### src/hw/rtl/tmpg_div.sv
// ============================================================================
// tmpg_div
// Pipelined restoring divider: a few quotient bits are resolved in every
// stage, and one request can enter in every cycle.
// ============================================================================
module tmpg_div #(
    parameter int NUM_W = 8,
    parameter int DEN_W = 9,
    parameter int QUO_W = 8,
    parameter int STEPS = 2
) (
    input  logic             clk,
    input  logic             rst_n,
    input  logic             arg_valid,
    input  logic [NUM_W-1:0] num,
    input  logic [DEN_W-1:0] den,
    output logic             res_valid,
    output logic [QUO_W-1:0] quo,
    output logic [NUM_W-1:0] rem
);

    localparam int STAGES = (QUO_W + STEPS - 1) / STEPS;
    localparam int CMP_W  = NUM_W + DEN_W + QUO_W;

    logic             stg_valid [0:STAGES];
    logic [NUM_W-1:0] stg_rem   [0:STAGES];
    logic [QUO_W-1:0] stg_quo   [0:STAGES];
    logic [DEN_W-1:0] stg_den   [0:STAGES];

    assign stg_valid[0] = arg_valid;
    assign stg_rem[0]   = num;
    assign stg_quo[0]   = '0;
    assign stg_den[0]   = den;

    genvar s;
    generate
        for (s = 0; s < STAGES; s++)
        begin : g_stage
            logic             valid_reg;
            logic [NUM_W-1:0] rem_reg;
            logic [NUM_W-1:0] rem_next;
            logic [QUO_W-1:0] quo_reg;
            logic [QUO_W-1:0] quo_next;
            logic [DEN_W-1:0] den_reg;

            always_comb
            begin : step_logic
                logic [CMP_W-1:0] r;
                logic [CMP_W-1:0] d;
                logic [QUO_W-1:0] q;
                r = CMP_W'(stg_rem[s]);
                q = stg_quo[s];
                d = '0;
                for (int k = 0; k < STEPS; k++)
                begin
                    if (s * STEPS + k < QUO_W)
                    begin
                        d = CMP_W'(stg_den[s]) << (QUO_W - 1 - (s * STEPS + k));
                        if (r >= d)
                        begin
                            r = r - d;
                            q[QUO_W - 1 - (s * STEPS + k)] = 1'b1;
                        end
                    end
                end
                rem_next = r[NUM_W-1:0];
                quo_next = q;
            end

            always_ff @(posedge clk or negedge rst_n)
            begin
                if (!rst_n)
                begin
                    valid_reg <= 1'b0;
                end
                else
                begin
                    valid_reg <= stg_valid[s];
                end
            end

            always_ff @(posedge clk)
            begin
                rem_reg <= rem_next;
                quo_reg <= quo_next;
                den_reg <= stg_den[s];
            end

            assign stg_valid[s+1] = valid_reg;
            assign stg_rem[s+1]   = rem_reg;
            assign stg_quo[s+1]   = quo_reg;
            assign stg_den[s+1]   = den_reg;
        end
    endgenerate

    assign res_valid = stg_valid[STAGES];
    assign quo       = stg_quo[STAGES];
    assign rem       = stg_rem[STAGES];

endmodule

### config.mk
export PLATFORM = sky130hd
export DESIGN_NAME = tmpg_div
export DESIGN_NICKNAME = d
export VERILOG_FILES = /design/src/hw/rtl/tmpg_div.sv
export SDC_FILE = /design/constraint.sdc
export NUM_CORES = 1
export LEC_CHECK = 0
export ABC_AREA = 1
export BUFFER_PORTS_ARGS = -buffer_cell sky130_fd_sc_hd__buf_2
export CAP_MARGIN = 20
export CORE_MARGIN = 1.5
export CORE_UTILIZATION = 65
export DETAILED_ROUTE_END_ITERATION = 6
export PLACE_DENSITY = 0.85
export SLEW_MARGIN = 20
export SYNTH_ARGS = -nofsm -noshare
export SYNTH_HDL_FRONTEND = slang
export SYNTH_SLANG_ARGS = --single-unit
### constraint.sdc
create_clock -name clk -period 5.2 [get_ports clk]
set_clock_uncertainty 0.1 [all_clocks]
set_input_delay 0.26 -clock clk [delete_from_list [all_inputs] [get_ports clk]]
set_output_delay 0.26 -clock clk [all_outputs]
set_load 0.02 [all_outputs]
==> flow_summary_export.csv, run 1 <==
group,metric,value,unit
timing,rsz0062_at_grt,"false",
global_route,grtUsageMet3,7.35,%
final_layout,n_antenna_cell,0,
worst_setup_path,timing.reg2reg.setup_slack,1.71,ns
worst_setup_path,reg2reg_depth,21,
synth,ys.flop_type,"dfxtp_1",
synth,synth_cell_types,38,
clock_network,clk_latency,0.37,ns
timing,setup_viol,0,
power,intPower,1.09,mW
power,p_comb_share,30.9,%
worst_setup_path,path_cells,"inv_1 > ha_1 > inv_1 > fa_1 > nand3_1 > nand2_1 > nand2_1 > nand2_2 > nand2_4 > nand2_4 > o21ai_2 > inv_1 > ha_1 > a21oi_2 > nand2_1 > nand3_1 > nand3_1 > nand3_1 > nand3b_4 > nand2_1 > o21ai_2",
clock_network,cts.sinks,83,
worst_hold_path,hp-class,"input port to async pin",
power,power_density,316,nW/um^2
timing,drv_slew,0,
route,vias_per_cell,5.19,
power,p_leak,2.88,nW
job,maxCapViolations,0,
worst_setup_path,cp_top_family,"simple AND/OR/NAND/NOR gates",
global_route,antenna_found_initial,0,
final_layout,final_util,77.4,%
final_layout,fin_cells,756,
global_route,busiest_layer,"met2",
worst_setup_path,critPathKind,"flop to flop",
timing,hold_ws,0.130,ns
route,vias,3926,
timing,setup_tns,0,ns
synth,synth_seq_cells,83,
power,p_clk_share,25.7,%
synth,synth_seq_area_share,35.8,%
clock_network,cts_buffer_depth,2,
worst_setup_path,startpoint_type,"flop",
clock_network,cts_tree,"yes",
synth,synth_enable_flop_cells,0,
floorplan,design.core.area,6870,um^2
global_route,grt_max_degree,18,
route,wl_per_cell,13.5,um
power,switchingPower,0.590,mW
synth,async_flop_share,4.82,%
global_route,gr-usage-all-layers,29.4,%
worst_setup_path,crit_buf_inv,3,
final_layout,final_area,5320,um^2
final_layout,drive_above_1_share,16.4,%
worst_setup_path,crit_path_end_kind,"flop",
worst_setup_path,cpMaxStageDelayCell,"fa_1",
place,dp_cells,723,
worst_setup_path,crit_path_max_fanout,17,
timing,worst_slew_pin_slew,0.383,ns
floorplan,die-area,7740,um^2
synth,yosys_warnings,0,
final_layout,syn_to_final_growth,13.3,%
final_layout,multi_input_area,2580,um^2
clock_network,cts.root.buffer_cell,"clkbuf_8",
power,totalPowerFinal,1.68,mW
synth,synthCells,593,
floorplan,rows,30,
synth,netlist_area,4690,um^2
worst_setup_path,cpPeakStageDelay,0.41,ns
place,dpl.hpwl,7540,um
place,dpl_cell_area,4960,um^2
timing,setup_slack,1.71,ns
worst_setup_path,rr_startpoint,"g_stage[2].rem_reg[1]",
clock_network,post_cts_resize_count,0,
clock_network,cts_htree_levels,3,
route,drc,0,
power,p_seq_share,43.4,%
status,outcome,"finished clean",
route,postRouteAntennaNets,0,
timing,hold_viol,0,
route,first_iter_violations,243,
clock_network,postCtsSetupRepairBufs,0,
global_route,use_met2,54.4,%
final_layout,layout.nets,734,
place,place_congestion,0.893,
power,swShare,35.2,%
place,dpl_worst_slack,1.81,ns
final_layout,largest_reg_flops,27,
floorplan,fp.dieH,88.0,um
timing,min_period,3.49,ns
global_route,grt_pass1_wl,17500,um
timing,fin_crit_sh,67.1,%
final_layout,fill_cells,501,
synth,syn_nets,672,
worst_setup_path,regToRegEndpoint,"rem[1]",
power,vdd_drop_max,0.000187,V
global_route,grtUsageMet1,31.7,%
worst_setup_path,worstPathRequired,5.35,ns
route,wl,10200,um
floorplan,start_util,68.3,%
global_route,grt_overflow,0,
floorplan,ioPinCount,37,
timing,relSlewSlack,74.4,%
timing,max_freq,287,MHz
floorplan,fp.dieW,88.0,um
place,portBuffers,36,
final_layout,seqCellArea,1680,um^2
synth,syn_area_per_cell,7.91,um^2
global_route,grt_pass1_vias,4022,
worst_setup_path,arrival,3.64,ns
route,drtPass1Iterations,4,
clock_network,clk_pin_slew,0.09,ns
final_layout,final_cell_mix,"nand2_1, inv_1, dfxtp_1, ha_1, nor2_1",
clock_network,cts_made_buffers,9,
final_layout,final_common_cell,"nand2_1",
-- area by class of cell --
type / count / area share (%)
inverters: 105 / 7.46
repair buffers: 53 / 6.59
multi-input cells: 403 / 48.6
well taps: 96 / 2.26
flip-flops and latches: 83 / 31.6
clock inverters: 6 / 0.847
clock buffers: 10 / 2.59
-- cells by family (layout without fill, tap and decap cells) --
kind of cell / count (synthesis) / in the layout / synth area share [%]
flip-flops: 83 / 83 / 35.8
adder cells (fa/ha/maj): 59 / 59 / 16.7
buffers and inverters: 107 / 174 / 9.04
AO/OA/AOI/OAI: 60 / 60 / 8.88
XOR/XNOR: 23 / 23 / 4.29
AND/OR/NAND/NOR: 261 / 261 / 25.2
-- power by group through the flow --
stage | sequential [mW] | combinational, mW | clock [mW]
global placement | 0.740 | 0.483 | 0
finish | 0.727 | 0.519 | 0.431
CTS | 0.728 | 0.514 | 0.438
global route | 0.734 | 0.583 | 0.467
detailed placement | 0.743 | 0.498 | 0
floorplan | 0.780 | 0.355 | 0
-- how the worst max path moves through the flow --
stage / startpoint / endpoint / slack, ns / depth (start not counted)
finish: g_stage[2].rem_reg[1] / rem[1] / 1.71 / 21
global route: g_stage[2].rem_reg[1] / rem[7] / 1.38 / 21
CTS: g_stage[2].rem_reg[1] / rem[7] / 1.73 / 21
detailed placement: g_stage[2].rem_reg[1] / rem[7] / 1.81 / 21
global placement: g_stage[2].rem_reg[1] / rem[7] / 1.96 / 21
floorplan: g_stage[2].rem_reg[1] / rem[5] / 2.01 / 23
-- what timing repair did --
action,4_1_cts,5_1_grt
hold buffers,17,0
endpoints found under the hold margin,20,0
setup endpoints to repair,0,0
-- worst register-to-register path, cell delays in order, from the launching register on --
cell,delay [ns]
dfxtp_1,0.33
inv_1,0.06
ha_1,0.13
inv_1,0.06
fa_1,0.41
nand3_1,0.11
nand2_1,0.10
nand2_1,0.09
nand2_2,0.07
nand2_4,0.08
nand2_4,0.13
o21ai_2,0.20
inv_1,0.07
ha_1,0.36
a21oi_2,0.18
nand2_1,0.11
nand3_1,0.09
nand3_1,0.12
nand3_1,0.16
nand3b_4,0.23
nand2_1,0.14
o21ai_2,0.05
-- layer usage --
metal | vias to the layer above | share of wire (%)
met2 | 121 | 52
met3 | 34 | 5.3
met4 | 0 | 3.1
li1 | 1992 | -
met1 | 1779 | 40
met5 | - | 0
-- synthesized netlist by cell type (2+ instances only) --
master    count  area, um^2
dfrtp_1       4         100
ha_1         53         663
xnor2_1       9        78.8
o21ai_2      16         140
nand3b_1      2        15.0
nor2_4        2        22.5
fa_1          6         120
dfxtp_1      79        1580
a31oi_1       3        18.8
o31ai_1       4        30.0
nor2_1       45         169
inv_2        10        37.5
a21oi_2       2        17.5
xor2_1       14         123
nor2_2        2        12.5
a21o_1        2        15.0
inv_1        94         353
nand3_1      34         170
nand2_2      13        81.3
nand2_1     141         529
nand4_1       4        25.0
nor3_1        8        40.0
a21oi_1      21         105
o21ai_1       3        15.0
o21ai_0       5        25.0
nand2_4       5        56.3
Power figures use the tool's default switching activity.
==> run 2, diff against run 1 <==
--- a/config.mk
+++ b/config.mk
@@ -9,9 +9,9 @@
 export BUFFER_PORTS_ARGS = -buffer_cell sky130_fd_sc_hd__buf_2
 export CAP_MARGIN = 20
 export CORE_MARGIN = 1.5
-export CORE_UTILIZATION = 65
+export CORE_UTILIZATION = 60
 export DETAILED_ROUTE_END_ITERATION = 6
-export PLACE_DENSITY = 0.85
+export PLACE_DENSITY = 0.8
 export SLEW_MARGIN = 20
 export SYNTH_ARGS = -nofsm -noshare
 export SYNTH_HDL_FRONTEND = slang
==> constraint.sdc (replaced) <==
create_clock -name clk -period 3.5 [get_ports clk]
set_clock_uncertainty 0.1 [all_clocks]
set_input_delay 0.175 -clock clk [delete_from_list [all_inputs] [get_ports clk]]
set_output_delay 0.175 -clock clk [all_outputs]
set_load 0.02 [all_outputs]
==> run 2 against run 1 <==
Net effect: non-clock buffer count unchanged; cell count rose by 0.93%; critical path depth unchanged; via count shrank 0.41%; sequential cell count unchanged; combinational power grew 52%; cell area rose by 1.2%; power rose by 50%; wire length down 3.6%; sequential power grew 49%; setup slack worse by 1.5 ns; largest cell class unchanged.
==> flow_summary_export.csv, run 2 (synthesis results as in run 1) <==
group,metric,value,unit
timing,relSlewSlack,73.8,%
worst_hold_path,hp-class,"input port to async pin",
final_layout,layout.nets,735,
final_layout,drive_above_1_share,17.2,%
route,wl_per_cell,12.9,um
floorplan,fp.dieW,91.4,um
floorplan,rows,32,
route,first_iter_violations,210,
clock_network,cts.sinks,83,
global_route,grt_pass1_wl,16800,um
final_layout,n_antenna_cell,0,
power,p_leak,2.90,nW
final_layout,syn_to_final_growth,14.6,%
clock_network,cts_tree,"yes",
floorplan,die-area,8360,um^2
timing,setup_viol,0,
clock_network,clk_latency,0.36,ns
timing,min_period,3.26,ns
route,drtPass1Iterations,6,
clock_network,cts_htree_levels,3,
timing,rsz0062_at_grt,"false",
clock_network,cts_made_buffers,9,
timing,max_freq,306,MHz
global_route,grt_overflow,0,
final_layout,final_util,70.3,%
clock_network,clk_pin_slew,0.09,ns
final_layout,largest_reg_flops,27,
worst_setup_path,rr_startpoint,"g_stage[2].rem_reg[1]",
global_route,grt_pass1_vias,3894,
global_route,gr-usage-all-layers,25.3,%
worst_setup_path,critPathKind,"flop to flop",
timing,fin_crit_sh,93.3,%
global_route,antenna_found_initial,0,
place,portBuffers,36,
clock_network,cts.root.buffer_cell,"clkbuf_8",
floorplan,ioPinCount,37,
worst_setup_path,crit_path_max_fanout,14,
route,vias_per_cell,5.12,
status,outcome,"finished clean",
timing,worst_slew_pin_slew,0.391,ns
power,totalPowerFinal,2.52,mW
place,dpl.hpwl,7480,um
final_layout,fill_cells,603,
timing,drv_slew,0,
power,power_density,468,nW/um^2
worst_setup_path,arrival,3.42,ns
final_layout,final_cell_mix,"nand2_1, inv_1, dfxtp_1, ha_1, nor2_1",
timing,hold_viol,0,
floorplan,design.core.area,7650,um^2
power,vdd_drop_max,0.000263,V
floorplan,start_util,61.3,%
route,vias,3910,
floorplan,fp.dieH,91.4,um
clock_network,cts_buffer_depth,2,
timing,setup_tns,0,ns
route,postRouteAntennaNets,0,
worst_setup_path,startpoint_type,"flop",
global_route,grt_max_degree,18,
worst_setup_path,startpoint,"g_stage[2].rem_reg[1]",
job,maxCapViolations,0,
place,place_congestion,0.885,
worst_setup_path,worstPathRequired,3.66,ns
final_layout,final_common_cell,"nand2_1",
route,drc,0,
route,wl,9860,um
worst_setup_path,crit_path_end_kind,"flop",
run 2: path summary, 6_finish.rpt:
check | slack, ns | cells after the start | end
max in group asynchronous | 3.15 | 2 | g_stage[2].valid_reg
hold / removal | 0.04 | 2 | g_stage[0].valid_reg
hold reg to reg | 0.23 | 0 | quo[2]
setup reg to reg | 0.24 | 21 | rem[0]
min in group clk | 0.04 | 3 | g_stage[0].rem_reg[6]
setup / recovery | 0.24 | 21 | rem[0]
run 2: what timing repair did:
item / CTS / global route
hold endpoints to repair: 20 / 0
hold buffers: 17 / 0
setup buffers: 0 / 0
endpoints found under the setup margin: 0 / 15
resized for setup: 0 / 7
run 2: layout make-up:
type,instances,area [um^2],share of cell area (%)
timing repair buffer,53,350,6.51
clock inverter,6,53.8,1.00
inverter,105,397,7.38
multi-input combinational,404,2630,48.9
tap,102,128,2.37
sequential,83,1680,31.3
clock buffer,10,138,2.56
run 2: through the flow:
step	instances	setup WS, ns	area, um^2	hold WS, ns
floorplan	593	0.313	4690	-0.221
global placement	729	0.242	4970	-0.121
detailed placement	729	0.120	4970	-0.119
CTS	762	0.0698	5330	0.0154
global route	763	0.00314	5380	0.0399
finish	763	0.235	5380	0.0383
run 2: per-layer routing:
| layer | routed length (um) | up-vias | GRT usage [%] |
|---|---|---|---|
| li1 | - | 2003 | - |
| met1 | 4150 | 1778 | 28.6 |
| met2 | 5050 | 111 | 46.3 |
| met3 | 471 | 18 | 4.44 |
| met4 | 190 | 0 | 10.7 |
| met5 | 0 | - | 0 |
run 2: critical path: stages (launching register included):
cell and delay [ns]:
dfxtp_1 0.33, inv_1 0.06, ha_1 0.14, inv_1 0.05, fa_1 0.41, nand3_1 0.10, nand2_1 0.12, nand2_1 0.10
nand2_2 0.08, nand2_4 0.11, nand2_8 0.10, o21ai_2 0.18, inv_1 0.07, ha_2 0.31, a21oi_2 0.15, nand2_1 0.10
nand3_1 0.08, nand3_1 0.12, nand3_2 0.14, nand3b_4 0.15, nand2_1 0.10, o21ai_2 0.05
run 2: report_power, final:
group	leakage (nW)	internal (mW)	switching, mW
Sequential	0.706	1.04	0.0393
Combinational	2.10	0.304	0.484
Clock	0.0958	0.291	0.363
Total	2.90	1.63	0.886
